--- src/rtl/ctsi_ram.sv ---
// generic simple dual-port ram, one write and one registered read port
// no dependencies
`default_nettype none

module ctsi_ram #(
    parameter int WIDTH = 32,
    parameter int DEPTH = 128
) (
    input  wire logic                                   i_clk,
    input  wire logic                                   i_we,
    input  wire logic [(DEPTH > 1 ? $clog2(DEPTH) : 1)-1:0] i_waddr,
    input  wire logic [WIDTH-1:0]                       i_wdata,
    input  wire logic                                   i_re,
    input  wire logic [(DEPTH > 1 ? $clog2(DEPTH) : 1)-1:0] i_raddr,
    output logic      [WIDTH-1:0]                       o_rdata
);

    logic [WIDTH-1:0] r_mem [DEPTH];

    always_ff @(posedge i_clk) begin
        if (i_we) begin
            r_mem[i_waddr] <= i_wdata;
        end
        if (i_re) begin
            o_rdata <= r_mem[i_raddr];
        end
    end

endmodule

`default_nettype wire

--- config.mk ---
export PLATFORM = sky130hd
export DESIGN_NAME = ctsi_ram
export DESIGN_NICKNAME = d
export VERILOG_FILES = /design/src/rtl/ctsi_ram.sv
export SDC_FILE = /design/constraint.sdc
export NUM_CORES = 2
export LEC_CHECK = 0
export BUFFER_PORTS_ARGS = -buffer_cell sky130_fd_sc_hd__buf_2
export CAP_MARGIN = 10
export CORE_UTILIZATION = 45
export DETAILED_ROUTE_END_ITERATION = 8
export PLACE_DENSITY = 0.65
export SYNTH_ARGS = -nofsm -noshare
export SYNTH_HDL_FRONTEND = slang
export SYNTH_SLANG_ARGS = --single-unit
--- constraint.sdc ---
create_clock -name i_clk -period 5.2 [get_ports i_clk]
set_input_delay 0.52 -clock i_clk [delete_from_list [all_inputs] [get_ports i_clk]]
set_output_delay 0.52 -clock i_clk [all_outputs]
set_load 0.005 [all_outputs]
# Word-level counts from Yosys, hierarchy flattened
# Memories as Yosys holds them, arrays and structs flattened. A register that Yosys moved wholly into a read port is not among the register bits.
# Cells that the tools add are included.
# totals
reg_bits	0
memories	1
ram_bits	4096
input_bits	49
out_inout_bits	32
elab_cells	3
# op_classes
muxes	2
# mem_list
memory	words	width	read_ports	rd_ports_with_merged_regs	write_ports	line	rtl
r_mem	128	32	1	1	1	18	logic [WIDTH-1:0] r_mem [DEPTH];
# op_table
cell	count
$mux 1	2

# Longest topological paths before layout
# depth
ltp_word	2
ltp_mapped	8
mapped_depth_nobuf	4

# Least setup slack after synthesis
# No wires, ideal clock.
# synth_path
path_type	input to register
from	input port i_we
to	memory r_mem[98][0] (enable)
stages	3
arrival_time_ns	3.298
required_time_ns	4.739
n_path_buf	1
setup_ns	0.461
setup_slack_ns	1.441
path_cell_list	clkbuf_1 -> nand4_1 -> nor3_1
# synth_via
elab_chain_len	2
# synth_rtl
element	line	rtl
from (decl)	10	input wire logic i_we,
$mux 1	21	if (i_we) begin
$mux 1 (not written as such)	22	r_mem[i_waddr] <= i_wdata;
to (decl)	18	
# Every way passes these cells.

==> run_results.csv <==
group,metric,value,unit
route,drc,0,
synth,synthCells,5990,
timing,fmax,315,MHz
hold_path,holdCritPathClass,"input pin to flip-flop",
cells_and_area,final_core_util,51.6,%
pwr,pwr-share-comb,5.2,%
timing,fin_crit_sh,61.1,%
cts,cts_hold_buf,0,
route,wirelength,412,mm
timing,tightest_slew,1.30,ns
pwr,p_int,0.0546,W
die,ios,81,
worst_setup_path,path_class,"input pin to flip-flop",
timing,setup_viol,0,
synth,ys_ff_latch,4128,
die,coreArea,346000,um^2
route,viasPerCell,6.29,
synth,yosysUniqueCellTypes,16,
worst_setup_path,cp_data_required_time,5.86,ns
synth,yosys.area.top_type,"edfxtp_1",
cts,clock_path_buffers,4,
worst_setup_path,crit_arrival,3.83,ns
pwr,power_density,387,nW/um^2
outcome,violations,"antenna violations",
outcome,outcome,"finished with violations",
cts,clk_latency,0.93,ns
pwr,swShare,21.1,%
cells_and_area,nFillCells,25800,
synth,syn_area,157000,um^2
route,ant_nets,1,
die,die_w,592,um
timing,slew_headroom,13.5,%
cts,htree_levels,5,
timing,fin_skew,0.0508,ns
cts,tritoncts,"yes",
route,wire_per_inst,36.1,um
synth,ys_warn_count,0,
synth,avgSynthCellArea,26.1,um^2
cells_and_area,layout_commonest_cell,"edfxtp_1",
timing,tns,0,ns
cts,cts.sinks,4128,
timing,finalHoldViolations,0,
cts,postCtsSetupBuffers,0,
cts,numCtsBuffers,401,
grt,grt.overflow.total,0,
die,dieHeight,592,um
placed_design,gp_congestion,0.816,
route,vias,71800,
die,floorplan.initialDensity,45.2,%
cells_and_area,final_cell_mix,"4128 x edfxtp_1, 1344 x mux4_2, 411 x clkbuf_16",
die,rows,216,
grt,grt_max_degree,97,
placed_design,port_buffers,80,
cts,cts_resized,0,
pwr,p_leak,54.5,nW
worst_setup_path,critical_path.slowest_cell,"mux4_2",
worst_setup_path,crit_fanout,37,
cells_and_area,drive_above_1_share,36.5,%
cells_and_area,nNetsFinal,6521,
placed_design,dp_hpwl,230,mm
pwr,ir_worst_vdd,0.275,mV
grt,grt_pass1_vias,71200,
grt,grt_pass1_wl,571,mm
timing,slew_violations,0,
synth,synth_top_area_share,79.2,%
pwr,clkPwrFrac,41.5,%
worst_setup_path,worstSetupStartpointType,"input pin",
pwr,pwr-share-seq,53.3,%
pwr,power_switching,0.0146,W
grt,antenna_found_initial,60,
worst_setup_path,cp-end-kind,"flip-flop",
job,max_cap_violations,0,
timing,period_needed,3.18,ns
route,firstDrtPassIters,5,
cts,clk_pin_slew,0.07,ns
die,dieArea,350000,um^2
worst_setup_path,crit_path_cell_trace,"buf_12, buf_12, buf_12, buf_4, mux4_2, mux4_2, mux4_2, mux2_2",
grt,grt_use_total,23.6,%
synth,ys_seq_area_share,79.2,%
synth,syn_nets,6039,
synth,synthTopCellsByArea,"edfxtp_1 79%, mux4_2 19%, clkbuf_1 0.44%",
timing,rsz0062_at_grt,"no",
route,drt_iter0_markers,10400,
cts,clockRootBuffer,"clkbuf_16",
worst_setup_path,cp_slowest_stage_delay,0.70,ns
cells_and_area,syn_to_final_growth,14.2,%
## logic make-up after synthesis
| group | after synthesis | share of synthesized area [%] |
|---|---|---|
| simple gates | 170 | 0.445 |
| buf+inv | 316 | 0.837 |
| mux | 1376 | 19.6 |
| flops | 4128 | 79.2 |
## cell usage after synthesis
library cell / n
buf_1: 50
buf_2: 79
buf_4: 3
buf_6: 2
clkbuf_1: 182
edfxtp_1: 4128
mux2_2: 32
mux4_2: 1344
nand2_1: 14
nand2b_1: 2
nand3_1: 12
nand4_1: 3
nor2_1: 122
nor2b_1: 7
nor3_1: 9
or3_1: 1
## critical path: cells and delay by family
family	cells	cell delay (ns)
buf+inv	4	1.16
mux	4	2.10
## power groups by stage
stage	Clock, W	Combinational [W]	Sequential [W]
floorplan	0	0.00177	0.0375
global placement	0	0.00354	0.0376
detailed placement	0	0.00360	0.0376
CTS	0.0291	0.00361	0.0369
global route	0.0303	0.00372	0.0369
finish	0.0287	0.00359	0.0369
## cell type report
cell class	instances	area [um^2]	area share [%]
Multi-Input combinational cell	1546	32300	18.1
Clock inverter	236	2250	1.26
Sequential cell	4128	124000	69.3
Antenna cell	44	110	0.0616
Clock buffer	493	10600	5.92
Timing Repair Buffer	395	3860	2.16
Tap cell	4578	5730	3.20
## stage by stage
step                hold WS (ns)  cells  power, W  worst slack (ns)  cell area, um^2
finish                    0.0431  11400    0.0692              2.02           179000
detailed placement         0.942  10600    0.0412              1.05           166000
CTS                      0.00166  11400    0.0696              2.02           179000
floorplan                  0.619   5990    0.0393              1.44           157000
global placement           0.943  10600    0.0411              1.06           166000
global route              0.0242  11400    0.0709              1.95           179000
## metal layers
| metal | vias up | global-route usage (%) | wire length (um) |
|---|---|---|---|
| met5 | - | 0 | 187 |
| met4 | 28 | 7.29 | 13500 |
| met3 | 576 | 4.82 | 41700 |
| li1 | 27500 | - | - |
| met2 | 4032 | 37.1 | 197000 |
| met1 | 39700 | 33.4 | 160000 |
## sequential cells by signal, summed over array words and instances (netlist names)
register	cells
r_mem	4096
o_rdata	32
## path summary, 6_finish.rpt
path | end | cells after the start | slack (ns) | from
setup / recovery | o_rdata[31] | 8 | 2.02 | i_raddr[0]
hold / removal | r_mem[54][2] | 1 | 0.04 | i_wdata[2]
setup reg to reg | o_rdata[31] | 4 | 2.43 | r_mem[18][31]
hold reg to reg | o_rdata[0] | 4 | 1.21 | r_mem[89][0]
(Power assumes the default switching activity.)
