==> src/rtl/ctsi_pkg.sv <==
// shared types, constants and output stage functions for the colour temperature spline block
// no dependencies
`default_nettype none

package ctsi_pkg;

    localparam int TABLE_ROWS_DEF        = 512;
    localparam int KELVIN_STEP_DEF       = 100;
    localparam int KELVIN_BASE_STEPS_DEF = 10;

    localparam int NCHAN  = 7;
    localparam int NSTAGE = 16;

    localparam int Y_W    = 32;
    localparam int D_W    = 33;
    localparam int M_W    = 34;
    localparam int C_W    = 37;
    localparam int ACC_W  = 40;
    localparam int U_W    = 17;
    localparam int PROD_W = ACC_W + U_W;
    localparam int TOT_W  = PROD_W + 1;
    localparam int P_W    = 41;

    typedef enum logic {
        OP_LOAD  = 1'b0,
        OP_QUERY = 1'b1
    } t_opcode;

    typedef enum logic [1:0] {
        ST_IN_RANGE = 2'd0,
        ST_UNDER    = 2'd1,
        ST_OVER     = 2'd2
    } t_status;

    typedef enum logic [2:0] {
        CH_INTENSITY = 3'd0,
        CH_NORM_R    = 3'd1,
        CH_NORM_G    = 3'd2,
        CH_NORM_B    = 3'd3,
        CH_BYTE_R    = 3'd4,
        CH_BYTE_G    = 3'd5,
        CH_BYTE_B    = 3'd6
    } t_channel;

    typedef struct packed {
        t_status     status;
        logic [15:0] used;
    } t_meta;

    typedef struct packed {
        logic first;
        logic m1_end;
        logic direct;
    } t_seg;

    typedef struct packed {
        logic [1:0] rot;
        t_seg       seg;
    } t_lane_ctl;

    function automatic logic [31:0] sat_int(input logic signed [P_W-1:0] p);
        logic [31:0] res;
        if (p > P_W'(64'sd2147483647)) begin
            res = 32'h7fff_ffff;
        end else if (p < -P_W'(64'sd2147483648)) begin
            res = 32'h8000_0000;
        end else begin
            res = p[31:0];
        end
        return res;
    endfunction

    function automatic logic [16:0] clamp_norm(input logic signed [P_W-1:0] p);
        logic [16:0] res;
        if (p < P_W'(0)) begin
            res = 17'd0;
        end else if (p > P_W'(65536)) begin
            res = 17'd65536;
        end else begin
            res = p[16:0];
        end
        return res;
    endfunction

    function automatic logic [7:0] to_byte(input logic signed [P_W-1:0] p);
        logic [23:0] c;
        logic [7:0]  ip;
        logic [15:0] fr;
        logic        rnd;
        if (p < P_W'(0)) begin
            c = 24'd0;
        end else if (p > P_W'(255 * 65536)) begin
            c = 24'(255 * 65536);
        end else begin
            c = p[23:0];
        end
        ip  = c[23:16];
        fr  = c[15:0];
        rnd = (fr > 16'h8000) || ((fr == 16'h8000) && ip[0]);
        return ip + 8'(rnd);
    endfunction

endpackage

`default_nettype wire

==> src/rtl/ctsi_locate.sv <==
// segment locator: kelvin to row n and fraction u by reciprocal multiply and correction
// depends on ctsi_pkg
`default_nettype none

module ctsi_locate #(
    parameter int TABLE_ROWS        = ctsi_pkg::TABLE_ROWS_DEF,
    parameter int KELVIN_STEP       = ctsi_pkg::KELVIN_STEP_DEF,
    parameter int KELVIN_BASE_STEPS = ctsi_pkg::KELVIN_BASE_STEPS_DEF
) (
    input  wire logic                          i_clk,
    input  wire logic [6:0]                    i_en,
    input  wire logic [15:0]                   i_kelvin,
    output ctsi_pkg::t_meta                    o_meta,
    output logic [$clog2(TABLE_ROWS)-1:0]      o_n,
    output ctsi_pkg::t_seg                     o_seg,
    output logic [15:0]                        o_u
);

    localparam int RW   = $clog2(TABLE_ROWS);
    localparam int LO   = KELVIN_BASE_STEPS * KELVIN_STEP;
    localparam int HI   = (KELVIN_BASE_STEPS + TABLE_ROWS - 1) * KELVIN_STEP;
    localparam int SW   = $clog2(KELVIN_STEP + 1);
    localparam int QM_W = 17 + SW;
    localparam int PU_W = SW + 33;
    localparam int UM_W = 16 + SW;
    localparam logic [32:0]   RECIP  = 33'(64'h1_0000_0000 / 64'(KELVIN_STEP));
    localparam logic [SW-1:0] STEP_V = SW'(KELVIN_STEP);

    // stage 2
    logic [31:0]     w_k32;
    logic            w_under, w_over;
    ctsi_pkg::t_meta n_meta;
    logic [15:0]     r_off2;
    logic            r_under2, r_over2;
    // stage 3
    logic [48:0]     r_prod3;
    logic [15:0]     r_off3;
    logic            r_under3, r_over3;
    // stage 4
    logic [16:0]     r_q4;
    logic [QM_W-1:0] r_qm4;
    logic [15:0]     r_off4;
    logic            r_under4, r_over4;
    // stage 5
    logic [QM_W-1:0] w_rem;
    logic            w_corr;
    logic [16:0]     w_qc;
    logic [QM_W-1:0] w_rc;
    logic [RW-1:0]   n_n;
    logic [SW-1:0]   n_r;
    logic [SW-1:0]   r_r5;
    // stages 6 to 8
    logic [PU_W-1:0] r_pu6;
    logic [SW-1:0]   r_r6, r_r7;
    logic [15:0]     r_ue7;
    logic [UM_W-1:0] r_um7;
    logic [UM_W-1:0] w_rem2;

    always_comb begin
        w_k32          = 32'(i_kelvin);
        w_under        = w_k32 < 32'(LO);
        w_over         = w_k32 > 32'(HI);
        n_meta.status  = w_under ? ctsi_pkg::ST_UNDER :
                         (w_over ? ctsi_pkg::ST_OVER : ctsi_pkg::ST_IN_RANGE);
        n_meta.used    = w_under ? 16'(LO) : (w_over ? 16'(HI) : i_kelvin);
    end

    always_comb begin
        w_rem  = QM_W'(r_off4) - r_qm4;
        w_corr = w_rem >= QM_W'(STEP_V);
        w_qc   = r_q4 + 17'(w_corr);
        w_rc   = w_corr ? w_rem - QM_W'(STEP_V) : w_rem;
        priority if (r_under4) begin
            n_n = '0;
            n_r = '0;
        end else if (r_over4) begin
            n_n = RW'(TABLE_ROWS - 1);
            n_r = '0;
        end else begin
            n_n = RW'(w_qc);
            n_r = SW'(w_rc);
        end
    end

    assign w_rem2 = {r_r7, 16'h0000} - r_um7;

    always_ff @(posedge i_clk) begin
        if (i_en[0]) begin
            r_off2   <= 16'(w_k32 - 32'(LO));
            r_under2 <= w_under;
            r_over2  <= w_over;
            o_meta   <= n_meta;
        end
        if (i_en[1]) begin
            r_prod3  <= 49'(r_off2) * 49'(RECIP);
            r_off3   <= r_off2;
            r_under3 <= r_under2;
            r_over3  <= r_over2;
        end
        if (i_en[2]) begin
            r_q4     <= r_prod3[48:32];
            r_qm4    <= QM_W'(r_prod3[48:32]) * QM_W'(STEP_V);
            r_off4   <= r_off3;
            r_under4 <= r_under3;
            r_over4  <= r_over3;
        end
        if (i_en[3]) begin
            o_n          <= n_n;
            r_r5         <= n_r;
            o_seg.first  <= n_n == '0;
            o_seg.m1_end <= 32'(n_n) >= 32'(TABLE_ROWS - 2);
            o_seg.direct <= n_n == RW'(TABLE_ROWS - 1);
        end
        if (i_en[4]) begin
            r_pu6 <= PU_W'(r_r5) * PU_W'(RECIP);
            r_r6  <= r_r5;
        end
        if (i_en[5]) begin
            r_ue7 <= r_pu6[31:16];
            r_um7 <= UM_W'(r_pu6[31:16]) * UM_W'(STEP_V);
            r_r7  <= r_r6;
        end
        if (i_en[6]) begin
            o_u <= r_ue7 + 16'(w_rem2 >= UM_W'(STEP_V));
        end
    end

endmodule

`default_nettype wire

==> config.mk <==
export PLATFORM = sky130hd
export DESIGN_NAME = ctsi_locate
export DESIGN_NICKNAME = d
export VERILOG_FILES = /design/src/rtl/ctsi_pkg.sv /design/src/rtl/ctsi_locate.sv
export SDC_FILE = /design/constraint.sdc
export NUM_CORES = 1
export LEC_CHECK = 0
export ABC_AREA = 1
export ABC_CLOCK_PERIOD_IN_PS = 5200
export BUFFER_PORTS_ARGS = -buffer_cell sky130_fd_sc_hd__buf_2
export CORE_AREA = 2 2 161 281
export CTS_CLUSTER_SIZE = 25
export DETAILED_ROUTE_END_ITERATION = 16
export DIE_AREA = 0 0 163 283
export PLACE_DENSITY_LB_ADDON = 0.15
export REMOVE_ABC_BUFFERS = 1
export SLEW_MARGIN = 10
export SYNTH_ARGS = -nofsm -noshare
export SYNTH_HDL_FRONTEND = slang
export SYNTH_SLANG_ARGS = --single-unit
==> constraint.sdc <==
create_clock -name i_clk -period 5.2 [get_ports i_clk]
set_input_delay 0.26 -clock i_clk [delete_from_list [all_inputs] [get_ports i_clk]]
set_output_delay 0.26 -clock i_clk [all_outputs]
set_load 0.005 [all_outputs]
Word-level counts from Yosys, hierarchy flattened
Index checks and enable logic that the tools add are counted.
- register bits: 257
- input port bits: 24
- word-level logic and storage cells: 50
- add/subtract/negate cells: 6
- multiply operators: 4
- $lt $le $gt $ge: 5
- equality and inequality tests: 1
- muxes and demuxes: 5
- reduce and logical (&&, ||, !) cells: 3
- operators with widths (cell ; count):
    $mul A16 B23 Y39 const B ; 1
    $mul A7 B23 Y29 const B ; 1
    $ge A24 B7 Y1 const B ; 1
    $sub A16 B24 Y24 ; 1
    $ge A23 B7 Y1 const B ; 1
    $sub A23 B23 Y23 ; 1
    $mul A16 B5 Y21 const B ; 1
    $mux W9 ; 2
    $add A16 B1 Y16 ; 1
    $gt A16 B16 Y1 const B ; 1
    $lt A16 B10 Y1 const B ; 1
    $mux W16 ; 1
    $sub A16 B10 Y16 const B ; 1
    $mul A10 B5 Y15 const B ; 1
    $add A9 B1 Y9 ; 1
    $eq A9 B9 Y1 const B ; 1
    $ge A9 B9 Y1 const B ; 1
    $logic_not A9 Y1 ; 1
    $mux W7 ; 1
    $sub A7 B7 Y7 const B ; 1
    $reduce_or A2 Y1 ; 2
    $mux W2 ; 1

Depth between registers and ports, before layout
Gate-level depths: netlist of the first run.
- word-level depth: 6
- gate-level depth with buffers: 25
- depth with buffers taken out: 24

Worst setup path after synthesis of the first run
OpenSTA, ideal clock, no wires.
- path type: reg2reg
- from: register r_off2[4]
- to: register r_prod3[40] (data pin)
- library setup time: 0.259 ns
- data arrival time: 4.922 ns
- data required time: 4.941 ns
- path slack: 0.019 ns
- cell stages (with the launch flop): 20
- period minus slack after synthesis: 5.181 ns
- cells stage by stage: edfxtp_1 > fa_1 > inv_1 > fa_1 > fa_1 > inv_1 > fa_1 > fa_1 > inv_1 > fa_1 > inv_1 > ha_1 > nand2_1 > inv_1 > a21oi_1 > a21boi_0 > o31ai_1 > nand2_1 > nand3_1 > xor2_1
- word-level cells in the longest chain between the ends: 1
- ends and longest elaborated chain (item ; line ; source):
    start, declared ; ctsi_locate.sv:33 ; logic [15:0] r_off2;
    start signal, assigned ; ctsi_locate.sv:89 ; r_off2 <= 16'(w_k32 - 32'(LO));
    $mul A16 B23 Y39 ; ctsi_locate.sv:95 ; r_prod3 <= 49'(r_off2) * 49'(RECIP);
    end signal, assigned ; ctsi_locate.sv:95 ;
    end, declared ; ctsi_locate.sv:36 ; logic [48:0] r_prod3;
Every way passes these cells.
A chain may end at the register's enable or synchronous reset.

Worst setup path after layout of the first run
- from: register r_off2[12]
- to: register r_prod3[39] (data pin)
Same word-level chain as after synthesis.

==> results of run 1 <==
[state kept, by name, indices dropped and copies added (netlist names), 3 cells and up]
signal	count
r_prod3	10
o_n	9
r_qm4	12
o_u	16
r_off3	16
r_q4	9
o_meta	18
r_off2	16
r_r7	7
r_r6	7
r_um7	18
r_off4	16
r_ue7	16
o_seg	3
r_r5	7
r_pu6	16
[cell usage after synthesis (all sizes together)]
| library cell | n | area share (%) |
|---|---|---|
| a211oi | 2 | 0.077 |
| a21o | 7 | 0.27 |
| o2111ai | 5 | 0.22 |
| nor3b | 1 | 0.038 |
| nor2 | 129 | 2.7 |
| xnor2 | 16 | 0.72 |
| o21a | 5 | 0.19 |
| nand2b | 1 | 0.032 |
| o221ai | 2 | 0.089 |
| nand3 | 92 | 2.6 |
| nor3 | 35 | 1.0 |
| xor2 | 76 | 3.4 |
| buf | 2 | 0.096 |
| ha | 322 | 21 |
| nand2 | 287 | 5.6 |
| clkbuf | 2 | 0.038 |
| o21bai | 5 | 0.19 |
| a31oi | 8 | 0.26 |
| nand3b | 7 | 0.27 |
| o21ai | 60 | 1.5 |
| fa | 152 | 16 |
| a21oi | 114 | 3.0 |
| a221oi | 1 | 0.045 |
| or2 | 8 | 0.26 |
| a21boi | 5 | 0.19 |
| edfxtp | 202 | 31 |
| or3 | 1 | 0.057 |
| nor4 | 3 | 0.096 |
| o221a | 2 | 0.11 |
| o31ai | 3 | 0.11 |
| nand4 | 21 | 0.67 |
| inv | 476 | 9.1 |
[area by class of cell]
cell class	count	area [um2]	area share (%)
timing repair buffer	155	1028	4.568
inverter	476	1787	7.936
sequential	202	6066	26.94
clock inverter	15	180.2	0.8003
multi-input combinational	1370	12180	54.10
clock buffer	24	558.0	2.479
tap	572	715.7	3.179
[final timing paths]
path | startpoint | end | slack (ns)
worst min-delay path | i_kelvin[8] | o_meta[8]$_SDFFCE_PP1P_ | 0.04
worst max-delay path | r_off2[12]$_DFFE_PP_ | r_prod3[39]$_DFFE_PP_ | 0.03
worst max register to register | r_off2[12]$_DFFE_PP_ | r_prod3[39]$_DFFE_PP_ | 0.03
worst min register to register | r_r6[0]$_DFFE_PP_ | r_r7[0]$_DFFE_PP_ | 0.42
[stage by stage]
stage	setup WS (ns)	cells	hold slack (ns)
after detailed placement	-0.2913	2752	0.4052
after floorplan	0.01930	2048	0.3589
final	0.03225	2814	0.03836
after CTS	0.0006191	2806	0.01162
after global routing	-0.1489	2814	0.03722
after global placement	-0.2818	2752	0.4017
[logic make-up (layout without fill, tap and decap cells)]
logic type / Yosys count / count (layout) / share of synthesized area, %
AND/OR/NAND/NOR: 585 / 585 / 13.30
buffers and inverters: 480 / 670 / 9.258
adder cells (fa/ha/maj): 474 / 474 / 36.11
AO/OA/AOI/OAI: 219 / 219 / 6.248
flip-flops: 202 / 202 / 30.97
XOR/XNOR: 92 / 92 / 4.114
[critical path: cells and delay by family (launching register included)]
| kind | cells | cell delay [ns] |
|---|---|---|
| adders and majority gates | 7 | 3.44 |
| AOI/OAI and AO/OA | 4 | 0.74 |
| DFF | 1 | 0.50 |
| xor gates and xnor gates | 1 | 0.14 |
| and+or+nand+nor | 1 | 0.08 |
[routing by layer]
layer | GRT usage, % | routed length (um) | vias up
met5 | 0 | 0 | -
met4 | 19.71 | 5541 | 0
met3 | 1.888 | 1127 | 210
met2 | 51.64 | 33110 | 299
met1 | 17.07 | 14520 | 6929
li1 | - | - | 7043
[timing repair]
| action | in CTS | in global routing |
|---|---|---|
| hold buffers | 6 | 0 |
| endpoints found under the setup margin | 10 | 10 |
| setup buffers | 9 | 8 |
| pin swaps | 31 | 56 |
| hold endpoints to repair | 6 | 0 |
| resized for setup | 47 | 76 |
==> impl_metrics.toml, run 1 <==
[critical_path]
r2r_cells = 13
worst_ep_arrival_time_ns = 5.43
cp_slowest_stage_delay_ns = 0.66
path_max_fanout = 5
path_common_cell = "fa_1"
path_cells = "fa_2 -> fa_1 -> fa_1 -> fa_1 -> fa_1 -> fa_2 -> ha_4 -> a21o_1 -> a31oi_2 -> a21oi_2 -> a211oi_2 -> nand2_1 -> xor2_1"
cp.required_ns = 5.46
worstSetupStartpointType = "register"
setup.worst_path.class = "reg -> reg"
crit_path_end_kind = "register"
cp_slowest_cell = "fa_2"

[synth]
synth_warnings = 0
ys_seq_area_share_pct = 30.97
synth_seq_cells = 202
synthCells = 2052
syn_avg_cell_area_um2 = 9.544
ys_types = 44
synthesis.area_um2 = 19580

[sta]
fmax_mhz = 193.5
skew_ns = 0.02578
max_slew.worst_pin.slew_ns = 0.9439
setup_tns_ns = 0
setup_viol = 0
slew_headroom_pct = 37.07
rsz0062_at_grt = "yes"
min_period_over_period_pct = 99.38
finalHoldViolCount = 0
slew_violations = 0
period_minus_slack_ns = 5.168

[finish]
n_fill_cell = 4115
area_delta_synth_final_pct = 14.96
final_common_cell = "inv_1"
drive_above_1_share_pct = 14.36
fin_nets = 2725
utilization_pct = 51.13
final_cell_mix = "inv_1, ha_1, nand2_1"
final_area_um2 = 22510
diodes = 0

[cts]
cts.sink_count = 202
cts_tree = "done"
root_buffer = "clkbuf_16"
clk_path_buf_depth = 3
clk_pin_slew_ns = 0.06
cts_buffers = 22
clock_latency_ns = 0.54
htree_levels = 1

[drt]
wl_mm = 54.29
avgRoutedWirePerCell_um = 19.29
vias = 14480
antenna_left = 0
drt_iter0_drc = 480
drcViolationCount = 0
first_pass_iters = 5
via_per_inst = 5.146

[global_routing]
grt_pass1_vias = 15830
grt_usage_pct = 23.86
grt_remaining_overflow = 0
grt_first_pass_wirelength_mm = 82.49
antenna_found_initial = 0
grt_max_degree = 42

[floorplan]
die_area_um2 = 46130
core_um2 = 44030
die_h_um = 283
ioPinCount = 70
start_util_pct = 44.48
die_x_um = 163
rows = 102

[placed_design]
place_hpwl_mm = 47.58
io_buffers = 69
gp_congestion = 0.9727
postPlaceCellArea_um2 = 21090

[min_path]
min_path_cells = 2
hold_class = "in -> reg"

[job]
drv_cap = 0

[outcome]
status = "finished clean"
Power of run 1 is not shown: default switching activity piles up to over one toggle a cycle in this logic, so the estimate is an artifact.
==> inputs of run 2 (changes only) <==
Settings changed: ABC_AREA 1 to unset, ABC_CLOCK_PERIOD_IN_PS 5200 to 5800, CORE_AREA 2 2 161 281 to 2 2 155 270, DIE_AREA 0 0 163 283 to 0 0 157 272.
Clock period 5.2 ns to 5.8 ns, I/O delays scaled along.
==> run 2 against run 1 <==
Compared with the run above:
- the run now ends with setup timing left
- final area shrank 8.8%
- synthesized area shrank 8.3%
- clock skew shrank 0.0070 ns
- global-route usage shrank 3.7 points
- wire length shrank 24%
- synthesized cell count shrank 23%
- register-to-register slack lost 0.09 ns
- worst hold slack gained 0.048 ns
- utilization shrank 0.55 points
- worst setup slack lost 0.093 ns
- cell count shrank 18%
==> impl_metrics.toml, run 2 <==
[outcome]
status = "complete, but fails checks"
violations = "setup timing"

[critical_path]
path_cells = "fa_2 -> inv_2 -> fa_1 -> fa_1 -> inv_2 -> fa_2 -> fa_1 -> inv_2 -> fa_1 -> inv_1 -> ha_2 -> a21o_1 -> a31oi_2 -> a21oi_2 -> a211o_1 -> a31o_2 -> a211o_1 -> a31oi_2 -> o21bai_1 -> xor2_1"
r2r_cells = 20
cp_slowest_cell = "fa_2"
cp.required_ns = 6.07
r2r_slack_ns = -0.06
crit_path_end_kind = "register"
setup.worst_path.class = "reg -> reg"
worst_ep_arrival_time_ns = 6.13
worstSetupStartpointType = "register"
crit_family = "adder cells"
worstSetupStartpoint = "r_off2[4]$_DFFE_PP_"
path_max_fanout = 2
r2r-start = "r_off2[4]$_DFFE_PP_"
crit_buf_inv = 4
cp_slowest_stage_delay_ns = 0.61
path_common_cell = "fa_1"
reg2reg_to = "r_prod3[40]$_DFFE_PP_"

[sta]
period_minus_slack_ns = 5.861
setup_viol = 2
slew_violations = 0
fmax_mhz = 170.6
setup_ws_ns = -0.06094
skew_ns = 0.01878
setup_tns_ns = -0.06332
min_period_over_period_pct = 101.1
slew_headroom_pct = 38.01
max_slew.worst_pin.slew_ns = 0.9298
finalHoldViolCount = 0
rsz0062_at_grt = "yes"

[global_routing]
grt_first_pass_wirelength_mm = 65.48
grt_remaining_overflow = 0
grt_usage_pct = 20.13
grt_max_degree = 42
antenna_found_initial = 0
grt_pass1_vias = 12760

[finish]
drive_above_1_share_pct = 14.01
fin_nets = 2246
final_area_um2 = 20530
area_delta_synth_final_pct = 14.29
diodes = 0
final_common_cell = "inv_1"
n_fill_cell = 3701
final_cell_mix = "inv_1, ha_1, edfxtp_1"
reg.largest.list = "o_meta: 18 flops, r_um7: 18 flops"

[floorplan]
start_util_pct = 44.26
die_h_um = 272
core_um2 = 40590
rows = 98
die_area_um2 = 42700
die_x_um = 157
ioPinCount = 70

[min_path]
hp-start = "i_kelvin[11]"
hold_class = "in -> reg"
min_to = "o_meta[11]$_SDFFCE_PP0P_"
min_path_cells = 2

[cts]
clk_pin_slew_ns = 0.06
cts.sink_count = 202
htree_levels = 1
clk_path_buf_depth = 3
cts_tree = "done"
root_buffer = "clkbuf_16"
cts_buffers = 21
clock_latency_ns = 0.53

[drt]
drt_iter0_drc = 352
first_pass_iters = 6
antenna_left = 0
wl_mm = 41.51
via_per_inst = 5.040
avgRoutedWirePerCell_um = 17.95
vias = 11660
drcViolationCount = 0

[placed_design]
gp_congestion = 0.9238
io_buffers = 69
postPlaceCellArea_um2 = 19550
place_hpwl_mm = 35.81

[synth]
async_flop_share_pct = 0
synth_edf_count = 202
ys_seq_area_share_pct = 33.77
synth.top_cells.by_count = "inv_1, ha_1, edfxtp_1"
synthesis.area_um2 = 17960
syn_avg_cell_area_um2 = 11.44
synth_warnings = 0
synth_top_area_share_pct = 33.77
synth_seq_cells = 202
synth_ff_type = "edfxtp_1"
synth_top_area_cell = "edfxtp_1"
ys_types = 63
synthCells = 1570
synthTopCellsByArea = "edfxtp_1, ha_1, fa_1, inv_1, xnor2_1"
yosysMostFrequentCell = "inv_1"

[job]
drv_cap = 0
## run 2: per-stage QoR
stage | instances | hold slack, ns | utilization [%] | setup WS [ns]
6_report | 2313 | 0.08651 | 50.58 | -0.06094
5_1_grt | 2313 | 0.08963 | 50.58 | -0.2945
4_1_cts | 2306 | 0.06401 | 50.31 | -0.04615
3_5_place_dp | 2259 | 0.4045 | 48.17 | -0.3632
3_3_place_gp | 2259 | 0.4021 | 48.17 | -0.2929
2_1_floorplan | 1562 | 0.3889 | - | -0.06265
## run 2: routing by layer
layer / track usage (%) / wire length, um
met4: 9.150 / 2098
met1: 17.57 / 12880
met3: 1.273 / 686
met5: 0 / 0
met2: 43.89 / 25850
## run 2: cell type report
class                      count  area (um2)  share of cell area (%)
multi-input combinational   1018       10780                   52.50
tap                          550       688.2                   3.352
inverter                     342        1284                   6.253
sequential                   202        6066                   29.55
clock buffer                  25       540.5                   2.633
timing repair buffer         163        1079                   5.254
clock inverter                13       95.09                  0.4632
## run 2: what timing repair did
action / 4_1_cts / 5_1_grt
resized for setup: 29 / 15
hold buffers: 5 / 0
hold endpoints to repair: 5 / 0
setup buffers: 4 / 7
pin swaps: 36 / 35
endpoints found under the setup margin: 7 / 8
## run 2: kinds of logic (layout without fill, tap and decap cells)
kind of cell | count (synthesis) | count (layout) | synth area share, %
buffers and inverters | 350 | 543 | 7.327
xor gates and xnor gates | 96 | 96 | 4.681
adders and majority gates | 474 | 474 | 39.37
DFF | 202 | 202 | 33.77
and+or+nand+nor | 238 | 238 | 7.251
muxes | 4 | 4 | 0.2368
AOI/OAI and AO/OA | 206 | 206 | 7.369
## run 2: how the worst max path moves through the flow
| stage | end | cells after the start |
|---|---|---|
| global placement | r_prod3[40]$_DFFE_PP_ | 20 |
| detailed placement | r_prod3[40]$_DFFE_PP_ | 20 |
| global route | r_prod3[40]$_DFFE_PP_ | 20 |
| finish | r_prod3[40]$_DFFE_PP_ | 20 |
| CTS | r_prod3[40]$_DFFE_PP_ | 20 |
| floorplan | r_prod3[40]$_DFFE_PP_ | 20 |
## run 2: worst reg2reg max path, cell delays in order, from the launching register on
cell	delay [ns]
edfxtp_1	0.42
fa_2	0.61
inv_2	0.05
fa_1	0.57
fa_1	0.44
inv_2	0.07
fa_2	0.43
fa_1	0.53
inv_2	0.04
fa_1	0.47
inv_1	0.05
ha_2	0.18
a21o_1	0.16
a31oi_2	0.20
a21oi_2	0.12
a211o_1	0.32
a31o_2	0.21
a211o_1	0.29
a31oi_2	0.19
o21bai_1	0.09
xor2_1	0.15
Power of run 2 is left out for the same reason.
